--- src/hdl/xos_pkg.sv ---
// Shared types and constants for the XML output character sanitizer.
package xos_pkg;

    localparam int UNIT_W = 16;
    localparam int CNT_W  = 3;

    localparam logic [UNIT_W-1:0] CH_TAB    = 16'h0009;
    localparam logic [UNIT_W-1:0] CH_LF     = 16'h000A;
    localparam logic [UNIT_W-1:0] CH_CR     = 16'h000D;
    localparam logic [UNIT_W-1:0] CH_DQUOTE = 16'h0022;
    localparam logic [UNIT_W-1:0] CH_SQUOTE = 16'h0027;
    localparam logic [UNIT_W-1:0] CH_LT     = 16'h003C;
    localparam logic [UNIT_W-1:0] CH_GT     = 16'h003E;

    localparam logic [UNIT_W-1:0] XML_LO1_MIN = 16'h0020;
    localparam logic [UNIT_W-1:0] XML_LO1_MAX = 16'hD7FF;
    localparam logic [UNIT_W-1:0] XML_LO2_MIN = 16'hE000;
    localparam logic [UNIT_W-1:0] XML_LO2_MAX = 16'hFFFD;
    localparam logic [UNIT_W-1:0] HIGH_MIN    = 16'hD800;
    localparam logic [UNIT_W-1:0] HIGH_MAX    = 16'hDBFF;
    localparam logic [UNIT_W-1:0] LOW_MIN     = 16'hDC00;
    localparam logic [UNIT_W-1:0] LOW_MAX     = 16'hDFFF;

    localparam logic [CNT_W-1:0] CNT_NONE = 3'd0;
    localparam logic [CNT_W-1:0] CNT_ONE  = 3'd1;
    localparam logic [CNT_W-1:0] CNT_PAIR = 3'd2;
    localparam logic [CNT_W-1:0] CNT_ESC  = 3'd4;

    // Tracking state carried from one code unit to the next.
    typedef struct packed {
        logic              in_tag;
        logic              in_quote;
        logic              quote_is_double;
        logic              high_pending;
        logic [UNIT_W-1:0] held_high_unit;
    } t_track;

    // Results caused by one input code unit.
    typedef struct packed {
        logic [CNT_W-1:0]  cnt;
        logic              esc;
        logic [UNIT_W-1:0] u0;
        logic [UNIT_W-1:0] u1;
    } t_step_res;

    // Units of the &gt; escape, in output order.
    function automatic logic [UNIT_W-1:0] gt_escape_unit(input logic [1:0] idx);
        logic [UNIT_W-1:0] u;
        case (idx)
            2'd0:    u = 16'h0026;
            2'd1:    u = 16'h0067;
            2'd2:    u = 16'h0074;
            2'd3:    u = 16'h003B;
            default: u = 16'h003B;
        endcase
        return u;
    endfunction

endpackage

--- src/hdl/xos_if.sv ---
// Stream interfaces for the sanitizer input and output channels.
interface xos_in_if;
    logic                         valid;
    logic                         ready;
    logic [xos_pkg::UNIT_W-1:0]   code_unit;
    logic                         end_of_text;

    modport source (output valid, output code_unit, output end_of_text, input ready);
    modport sink   (input valid, input code_unit, input end_of_text, output ready);
endinterface

interface xos_out_if;
    logic                         valid;
    logic                         ready;
    logic [xos_pkg::UNIT_W-1:0]   out_unit;
    logic                         run_last;

    modport source (output valid, output out_unit, output run_last, input ready);
    modport sink   (input valid, input out_unit, input run_last, output ready);
endinterface

--- src/hdl/xos_step.sv ---
// Per-unit decision logic: tag and quote tracking, filtering and escape selection.
module xos_step (
    input  xos_pkg::t_track             i_cur,
    input  logic [xos_pkg::UNIT_W-1:0]  i_unit,
    input  logic                        i_eot,
    output xos_pkg::t_track             o_next,
    output xos_pkg::t_step_res          o_res
);

    logic           is_low;
    logic           is_high;
    logic           is_xml;
    logic           pair;
    logic           is_dq;
    xos_pkg::t_track upd;
    logic           esc;

    assign is_low  = (i_unit >= xos_pkg::LOW_MIN) && (i_unit <= xos_pkg::LOW_MAX);
    assign is_high = (i_unit >= xos_pkg::HIGH_MIN) && (i_unit <= xos_pkg::HIGH_MAX);
    assign is_xml  = (i_unit == xos_pkg::CH_TAB) || (i_unit == xos_pkg::CH_LF)
                  || (i_unit == xos_pkg::CH_CR)
                  || ((i_unit >= xos_pkg::XML_LO1_MIN) && (i_unit <= xos_pkg::XML_LO1_MAX))
                  || ((i_unit >= xos_pkg::XML_LO2_MIN) && (i_unit <= xos_pkg::XML_LO2_MAX));
    assign pair    = i_cur.high_pending && is_low;
    assign is_dq   = (i_unit == xos_pkg::CH_DQUOTE);

    always_comb begin
        upd              = i_cur;
        upd.high_pending = 1'b0;
        esc              = 1'b0;
        o_res.cnt        = xos_pkg::CNT_NONE;
        o_res.esc        = 1'b0;
        o_res.u0         = i_unit;
        o_res.u1         = i_unit;

        if (pair) begin
            // The held high surrogate and this low one go out together.
            o_res.cnt = xos_pkg::CNT_PAIR;
            o_res.u0  = i_cur.held_high_unit;
        end else begin
            if (i_unit == xos_pkg::CH_LT) begin
                upd.in_tag = 1'b1;
            end else if (i_unit == xos_pkg::CH_GT) begin
                if (i_cur.in_quote || !i_cur.in_tag) begin
                    esc = 1'b1;
                end else begin
                    upd.in_tag = 1'b0;
                end
            end else if (is_dq || (i_unit == xos_pkg::CH_SQUOTE)) begin
                if (i_cur.in_tag) begin
                    if (!i_cur.in_quote) begin
                        upd.in_quote        = 1'b1;
                        upd.quote_is_double = is_dq;
                    end else if (i_cur.quote_is_double == is_dq) begin
                        upd.in_quote = 1'b0;
                    end
                end
            end

            if (esc) begin
                o_res.cnt = xos_pkg::CNT_ESC;
                o_res.esc = 1'b1;
            end else if (upd.in_tag && !upd.in_quote) begin
                o_res.cnt = xos_pkg::CNT_ONE;
            end else if (is_xml) begin
                o_res.cnt = xos_pkg::CNT_ONE;
            end else if (is_high) begin
                upd.high_pending   = 1'b1;
                upd.held_high_unit = i_unit;
            end
        end

        if (i_eot) begin
            o_next = '0;
        end else begin
            o_next = upd;
        end
    end

endmodule

--- src/hdl/xos_emit.sv ---
// Result register that plays out the one to four units of one input.
module xos_emit (
    input  logic                i_clk,
    input  logic                i_rst_n,
    input  logic                i_load,
    input  xos_pkg::t_step_res  i_res,
    output logic                o_can_load,
    xos_out_if.source           o_out
);

    logic                       r_valid;
    logic                       r_esc;
    logic [xos_pkg::UNIT_W-1:0] r_u0;
    logic [xos_pkg::UNIT_W-1:0] r_u1;
    logic [xos_pkg::CNT_W-1:0]  r_cnt;
    logic [1:0]                 r_idx;
    logic                       last;
    logic                       done;

    assign last       = ({1'b0, r_idx} + 3'd1) == r_cnt;
    assign done       = r_valid && o_out.ready && last;
    assign o_can_load = !r_valid || done;

    always_ff @(posedge i_clk) begin
        if (!i_rst_n) begin
            r_valid <= 1'b0;
            r_idx   <= 2'd0;
        end else if (i_load && o_can_load) begin
            r_valid <= (i_res.cnt != xos_pkg::CNT_NONE);
            r_idx   <= 2'd0;
        end else if (done) begin
            r_valid <= 1'b0;
            r_idx   <= 2'd0;
        end else if (r_valid && o_out.ready) begin
            r_idx <= r_idx + 2'd1;
        end
    end

    always_ff @(posedge i_clk) begin
        if (i_load && o_can_load) begin
            r_esc <= i_res.esc;
            r_u0  <= i_res.u0;
            r_u1  <= i_res.u1;
            r_cnt <= i_res.cnt;
        end
    end

    assign o_out.valid    = r_valid;
    assign o_out.run_last = last;
    assign o_out.out_unit = r_esc ? xos_pkg::gt_escape_unit(r_idx)
                          : (r_idx[0] ? r_u1 : r_u0);

endmodule

--- src/hdl/xml_output_char_sanitizer_core.sv ---
// Top level of the XML output character sanitizer.
// One UTF-16 code unit enters per transaction and passes through the input register and then
// the result register before its output units leave. Units that yield zero or one output unit
// stream at one input per cycle while the output is ready; a paired surrogate (two units) or an
// escaped '>' (the four units of "&gt;") holds the pipeline, since the single result register
// hands out one unit per cycle. The last unit caused by each input carries run_last; an input
// that yields nothing produces no transaction. A unit flagged end_of_text returns all tag, quote
// and surrogate tracking to its reset state, dropping any high surrogate still held.
module xml_output_char_sanitizer_core (
    input  logic       i_clk,
    input  logic       i_rst_n,
    xos_in_if.sink     i_in,
    xos_out_if.source  o_out
);

    logic                       r_in_valid;
    logic [xos_pkg::UNIT_W-1:0] r_in_unit;
    logic                       r_in_eot;
    xos_pkg::t_track            r_track;
    xos_pkg::t_track            n_track;
    xos_pkg::t_step_res         step_res;
    logic                       can_load;
    logic                       take;

    assign take       = r_in_valid && can_load;
    assign i_in.ready = !r_in_valid || take;

    always_ff @(posedge i_clk) begin
        if (!i_rst_n) begin
            r_in_valid <= 1'b0;
        end else if (i_in.ready) begin
            r_in_valid <= i_in.valid;
        end
    end

    always_ff @(posedge i_clk) begin
        if (i_in.ready && i_in.valid) begin
            r_in_unit <= i_in.code_unit;
            r_in_eot  <= i_in.end_of_text;
        end
    end

    always_ff @(posedge i_clk) begin
        if (!i_rst_n) begin
            r_track <= '0;
        end else if (take) begin
            r_track <= n_track;
        end
    end

    xos_step u_step (
        .i_cur  (r_track),
        .i_unit (r_in_unit),
        .i_eot  (r_in_eot),
        .o_next (n_track),
        .o_res  (step_res)
    );

    xos_emit u_emit (
        .i_clk      (i_clk),
        .i_rst_n    (i_rst_n),
        .i_load     (take),
        .i_res      (step_res),
        .o_can_load (can_load),
        .o_out      (o_out)
    );

    // A quoted attribute value only exists inside a tag.
    a_quote_in_tag: assert property (@(posedge i_clk) disable iff (!i_rst_n)
        r_track.in_quote |-> r_track.in_tag)
        else $error("quote state set outside a tag");

    // A held unit is always a high surrogate.
    a_held_is_high: assert property (@(posedge i_clk) disable iff (!i_rst_n)
        r_track.high_pending |-> (r_track.held_high_unit[15:10] == 6'b110110))
        else $error("held unit is not a high surrogate");

    // The end of a string clears all tracking state.
    a_eot_clears: assert property (@(posedge i_clk) disable iff (!i_rst_n)
        (take && r_in_eot) |=> (r_track == '0))
        else $error("tracking state not cleared at end of text");

    // An ampersand that ends a run never comes from the escape sequence, which starts with one.
    a_last_marks: assert property (@(posedge i_clk) disable iff (!i_rst_n)
        (o_out.valid && o_out.run_last && (o_out.out_unit == 16'h0026)) |-> !u_emit.r_esc)
        else $error("escape sequence ended early");

endmodule
--- src/flat_wrapper.sv ---
// flat-port wrapper written by rule: the top's interface ports become plain ports
module xml_output_char_sanitizer_core_flat 
  (i_clk, i_rst_n, i_in_valid, i_in_code_unit, i_in_end_of_text, i_in_ready, o_out_valid, o_out_out_unit, o_out_run_last, o_out_ready);
  xos_in_if i_in_i ();
  xos_out_if o_out_i ();
  input  logic i_clk;
  input  logic i_rst_n;
  input wire logic [$bits(i_in_i.valid)-1:0] i_in_valid;
  input wire logic [$bits(i_in_i.code_unit)-1:0] i_in_code_unit;
  input wire logic [$bits(i_in_i.end_of_text)-1:0] i_in_end_of_text;
  output wire logic [$bits(i_in_i.ready)-1:0] i_in_ready;
  output wire logic [$bits(o_out_i.valid)-1:0] o_out_valid;
  output wire logic [$bits(o_out_i.out_unit)-1:0] o_out_out_unit;
  output wire logic [$bits(o_out_i.run_last)-1:0] o_out_run_last;
  input wire logic [$bits(o_out_i.ready)-1:0] o_out_ready;
  assign i_in_i.valid = i_in_valid;
  assign i_in_i.code_unit = i_in_code_unit;
  assign i_in_i.end_of_text = i_in_end_of_text;
  assign i_in_ready = i_in_i.ready;
  assign o_out_valid = o_out_i.valid;
  assign o_out_out_unit = o_out_i.out_unit;
  assign o_out_run_last = o_out_i.run_last;
  assign o_out_i.ready = o_out_ready;
  xml_output_char_sanitizer_core u_core (.i_clk(i_clk), .i_rst_n(i_rst_n), .i_in(i_in_i), .o_out(o_out_i));
endmodule
--- config.mk ---
export PLATFORM = sky130hd
export DESIGN_NAME = xml_output_char_sanitizer_core_flat
export DESIGN_NICKNAME = d
export VERILOG_FILES = /design/src/hdl/xos_pkg.sv /design/src/hdl/xos_if.sv /design/src/hdl/xos_step.sv /design/src/hdl/xos_emit.sv /design/src/hdl/xml_output_char_sanitizer_core.sv /design/src/flat_wrapper.sv
export SDC_FILE = /design/constraint.sdc
export NUM_CORES = 1
export LEC_CHECK = 0
export ABC_AREA = 1
export BUFFER_PORTS_ARGS = -buffer_cell sky130_fd_sc_hd__buf_2
export CAP_MARGIN = 20
export CORE_MARGIN = 3
export CORE_UTILIZATION = 45
export DETAILED_ROUTE_END_ITERATION = 16
export PLACE_DENSITY = 0.73
export SETUP_SLACK_MARGIN = 0.05
export SLEW_MARGIN = 10
export SYNTH_ARGS = -nofsm -noshare
export SYNTH_HDL_FRONTEND = slang
export SYNTH_HIERARCHICAL = 1
export SYNTH_SLANG_ARGS = --single-unit
--- constraint.sdc ---
create_clock -name i_clk -period 12.6 [get_ports i_clk]
set_input_delay 2.52 -clock i_clk [delete_from_list [all_inputs] [get_ports i_clk]]
set_output_delay 2.52 -clock i_clk [all_outputs]
set_load 0.01 [all_outputs]
# After elaboration in Yosys (flattened, before gate mapping)
# Cells that the tools add are included.
# Widths: inputs -> output; s select.
[op_classes]
mux = 33
bitwise = 1
order_cmp = 8
add_sub_neg = 2
n_reduce_logical = 33
eq_ne = 19
[ops]
columns = ["cell", "count"]
rows = [
  ["$mux 17", 4],
  ["$eq 16x6->1 const B", 4],
  ["$le 16x16->1 const B", 4],
  ["$pmux 16 s4", 1],
  ["$eq 16x4->1 const B", 3],
  ["$ge 16x16->1 const B", 3],
  ["$mux 16", 3],
  ["$mux 20", 2],
  ["$ge 16x6->1 const B", 1],
  ["$mux 1", 16],
  ["$ne 2x1->1 const B", 7],
  ["$logic_and 1x1->1", 11],
  ["$mux 2", 5],
  ["$logic_or 1x1->1", 8],
  ["$reduce_bool 2->1", 4],
  ["$reduce_and 7->1", 1],
  ["$mux 3", 2],
  ["$reduce_and 6->1", 1],
  ["$eq 2x2->1 const B", 2],
  ["$logic_not 1->1", 4],
  ["$add 2x1->3 const B", 1],
  ["$eq 3x3->1", 1],
  ["$reduce_bool 3->1", 1],
  ["$reduce_or 3->1", 1],
  ["other kinds (6)", 6],
]
[totals]
register_bits = 77
in_bits = 21

# Depth between registers and ports, before layout
[depth]
word_depth = 16
depth_mapped = 18

# Hierarchy
# The synthesis kept the hierarchy.
[by_module_without_submodules]
columns = ["mod", "n_inst", "area_each_um2", "cells_each"]
rows = [
  ["xos_emit", 1, 1672.9, 131],
  ["xml_output_char_sanitizer_core", 1, 1381.3, 151],
  ["xos_step", 1, 1252.5, 258],
]

# Worst setup path before layout
# Ideal clock, no wire load.
[synth_path]
path_type = "input -> output"
from = "input o_out_ready"
to = "output i_in_ready"
arrival_ns = 3.080
n_path_buf = 0
path_slack_ns = 7.000
path_stages = 6
cell_sequence = "nand2_1 > clkinv_1 > nand4_4 > nand2_2 > inv_1 > nand2_1"
[synth_via]
elab_chain_cells = 5
[synth_rtl]
columns = ["item", "line", "text"]
rows = [
  ["from (decl)", "flat_wrapper.sv:15", "input wire logic [$bits(o_out_i.ready)-1:0] o_out_ready;"],
  ["$logic_and 1x1->1 (2 in a row)", "xos_emit.sv:21", "assign done = r_valid && o_out.ready && last;"],
  ["$logic_or 1x1->1", "xos_emit.sv:22", "assign o_can_load = !r_valid || done;"],
  ["via u_core.can_load", "xml_output_char_sanitizer_core.sv:22", "logic can_load;"],
  ["$logic_and 1x1->1", "xml_output_char_sanitizer_core.sv:25", "assign take = r_in_valid && can_load;"],
  ["$logic_or 1x1->1", "xml_output_char_sanitizer_core.sv:26", "assign i_in.ready = !r_in_valid || take;"],
  ["to (decl)", "flat_wrapper.sv:11", "output wire logic [$bits(i_in_i.ready)-1:0] i_in_ready;"],
]
# The timed path passes the listed nets, and every way through them passes these cells.

# Final worst setup path
# Same ends and word-level chain as after synthesis.

==> results.tsv <==
stage	metric	value	unit
run_status	status	completed	
synth	share of the synthesized area in the top cell type	36.96	%
power	total chip power	537.1	µW
clock_network	CTS Sinks	77	
timing	fmax	169.0	MHz
synth	mapped cell area	0.004307	mm²
synth	sequential-to-total area share from yosys stat	48.11	%
route	routed vias/inst	4.858	
timing	final setup vio count	0	
synth	most common cell in the netlist	nand2_1	
critical_path	Worst Path Arrival	3.40	ns
synth	Post-synth EDFFs	53	
cells_and_area	Util after Layout	49.77	%
cells_and_area	Antenna diodes	0	
timing	final worst slack	6.682	ns
clock_network	Post-CTS Setup Bufs	0	
grt	initial antenna violation count	0	
route	DRC violations left	0	
clock_network	H-tree depth	3	
timing	Final Hold Fails	0	
clock_network	clk slew on worst S/H paths	0.09	ns
placed_design	Port Buffers	39	
critical_path	FF-to-FF setup slack	8.85	ns
critical_path	crit path max-delay cell type	nand4_4	
hold_path	min-delay src	u_core/r_track[0]	
placed_design	routability cong.	0.8380	
timing	Final Cycle Share	46.97	%
floorplanning	die width	103.8	µm
hold_path	Worst Hold End	u_core/r_track[0]	
hold_path	Hold WC Path Type	reg -> reg	
floorplanning	Top Ports	40	
cells_and_area	synth-to-layout area growth	7.292	%
clock_network	post-cts resize count	0	
power	Static Leak	2.132	nW
clock_network	Max Root-Sink Buffers	2	
route	Vias	3347	
critical_path	critical path class	in -> out	
grt	first-pass GRT wire length	14.62	mm
critical_path	Startpoint Class	primary input	
clock_network	root buf cell	clkbuf_8	
synth	synthesis warning total	6	
floorplanning	Die H	103.8	µm
synth	Main synth FF type	edfxtp_1	
clock_network	CTS tree	done	
synth	FF+latch count, synth	77	
route	router iterations before antenna repair	5	
clock_network	Clk Latency, worst-skew pair	0.36	ns
floorplanning	full die area	0.01078	mm²
floorplanning	Rows	35	
critical_path	R2R Path End	u_core/u_emit/r_u0[13]	
route	WL final	8.792	mm
synth	Netlist cell types	43	
route	Routed Antenna Nets	0	
timing	Slew Limit Fails	0	
placed_design	dpl ws	6.689	ns
floorplanning	Initial Util	46.39	%
grt	largest net degree at the start of global routing	42	
critical_path	crit path capture type	output port	
timing	post-layout minimum cycle time	5.918	ns
power	pwr dens	116.2	mW/mm²
critical_path	delay of the slowest cell on the worst path	0.16	ns
placed_design	Cells after DPL	670	
route	drt wl/cell	12.76	µm
synth	Synth Net Count	567	
synth	post-synth top area cell	edfxtp_1	
clock_network	hold_buf cts	0	
synth	Post-Syn Instances	540	
timing	RSZ-0062 raised after global routing	false	
timing	Fin Setup TNS	0	ns
cells_and_area	share of cells above drive strength 1	15.89	%
critical_path	Data required, critical path	10.08	ns
synth	top cells by area, synth	edfxtp_1, nand2_1, dfxtp_1, nor2_1, inv_1	
critical_path	Max FO, Critical Path	3	
floorplanning	Core Region	0.009284	mm²
grt	GRT Total Usage	16.87	%
synth	Synth top cells by count	nand2_1, nor2_1, inv_1	
hold_path	WHS Path Cells	4	
timing	Rel. slew slack	37.87	%
critical_path	CP cell instances	buf_2, nand2_1, clkinv_1, nand4_4, nand2_2, inv_1, nand2_1, buf_2	
grt	global route overflow	0	
synth	async set-reset flop share out of synthesis	0	%
cells_and_area	Final nets	582	
timing	measured slew at the worst slew-check pin	0.9293	ns
clock_network	cts bufs inserted	9	
cells_and_area	Finished Layout Cells	689	
timing	Clock Skews	0.01497	ns
job	max-cap violations	0	
placed_design	post-detail-place hpwl	6.167	mm
critical_path	reg-to-reg critical path startpoint	u_core/u_emit/r_idx[0]	
grt	vias in the first global route	3001	
route	Iter 0 DRT Violations	254	
power	Peak supply drop	71.57	µV
synth	syn_area_per_cell	7.975	µm²
critical_path	FF-to-FF path depth	10	
## worst max path at each step
stage	start	end	slack, ns	cells after the start
after global routing	o_out_ready	i_in_ready	6.54	8
after detailed placement	o_out_ready	i_in_ready	6.69	8
after CTS	o_out_ready	i_in_ready	6.67	8
after global placement	o_out_ready	i_in_ready	6.70	8
final	o_out_ready	i_in_ready	6.68	8
after floorplan	o_out_ready	i_in_ready	7.00	6
## flip-flops by register name (all words and copies together) (netlist names)
name,cells
u_core/r_track,20
u_core/r_in_unit,16
u_core/u_emit/r_u0,16
u_core/u_emit/r_u1,16
u_core/u_emit/r_cnt,3
u_core/u_emit/r_idx,2
u_core/r_in_eot,1
u_core/r_in_valid,1
u_core/u_emit/o_out.valid,1
u_core/u_emit/r_esc,1
## critical path, delay by kind of cell
family / cells / cell delay (ns)
buffers and inverters: 4 / 0.48
AND/OR/NAND/NOR: 4 / 0.41
## cell families after synthesis
kind of cell	share of synthesized area, %
XOR/XNOR	0.4068
buffers and inverters	12.55
adder cells (fa/ha/maj)	1.743
flip-flops	48.11
AND/OR/NAND/NOR	28.59
AO/OA/AOI/OAI	8.600
## metal layers
metal	track usage (%)	vias to the layer above	part of all wire, %
li1	-	1724	-
met1	22.53	1519	46
met2	27.21	92	47
met3	3.925	12	4.9
met4	5.413	0	1.4
met5	0	-	0
## layout by cell type, fill, tap and decap left out, types with 2 or more instances in the layout
cell and instances:
ha_1 6, inv_6 2, inv_1 67, nor3_2 2, nor2_1 95, o21bai_1 2, buf_2 39, nand4_1 4
buf_6 2, nor3_1 3, clkbuf_8 9, edfxtp_1 53, o21ai_0 35, nand2_1 130, nand2_2 13, nand2_4 4
dfxtp_1 24, a21oi_1 10, nor2_2 3, clkinv_2 3, o21ai_1 4, nand3_1 23, a22oi_1 3
## cell type report
type / instances / area, µm²
clock buffers: 10 / 127.6
clock inverters: 6 / 37.54
fillers: 890 / 4663
inverters: 70 / 267.8
multi-input cells: 355 / 1709
flip-flops and latches: 77 / 2072
well taps: 129 / 161.4
repair buffers: 42 / 245.2
## power breakdown
part,switching (mW),internal [mW],leakage [nW]
Clock,0.0896,0.0712,0.0868
Sequential,0.0138,0.287,0.695
Combinational,0.0479,0.0270,1.35
Total,0.151,0.386,2.13
## stage by stage
step / instance area [µm²] / hold WS (ns)
CTS: 4571 / 0.5136
floorplan: 4307 / 0.4888
global route: 4621 / 0.5299
global placement: 4405 / 0.4970
detailed placement: 4405 / 0.4946
finish: 4621 / 0.5112
Power figures use the tool's default switching activity.
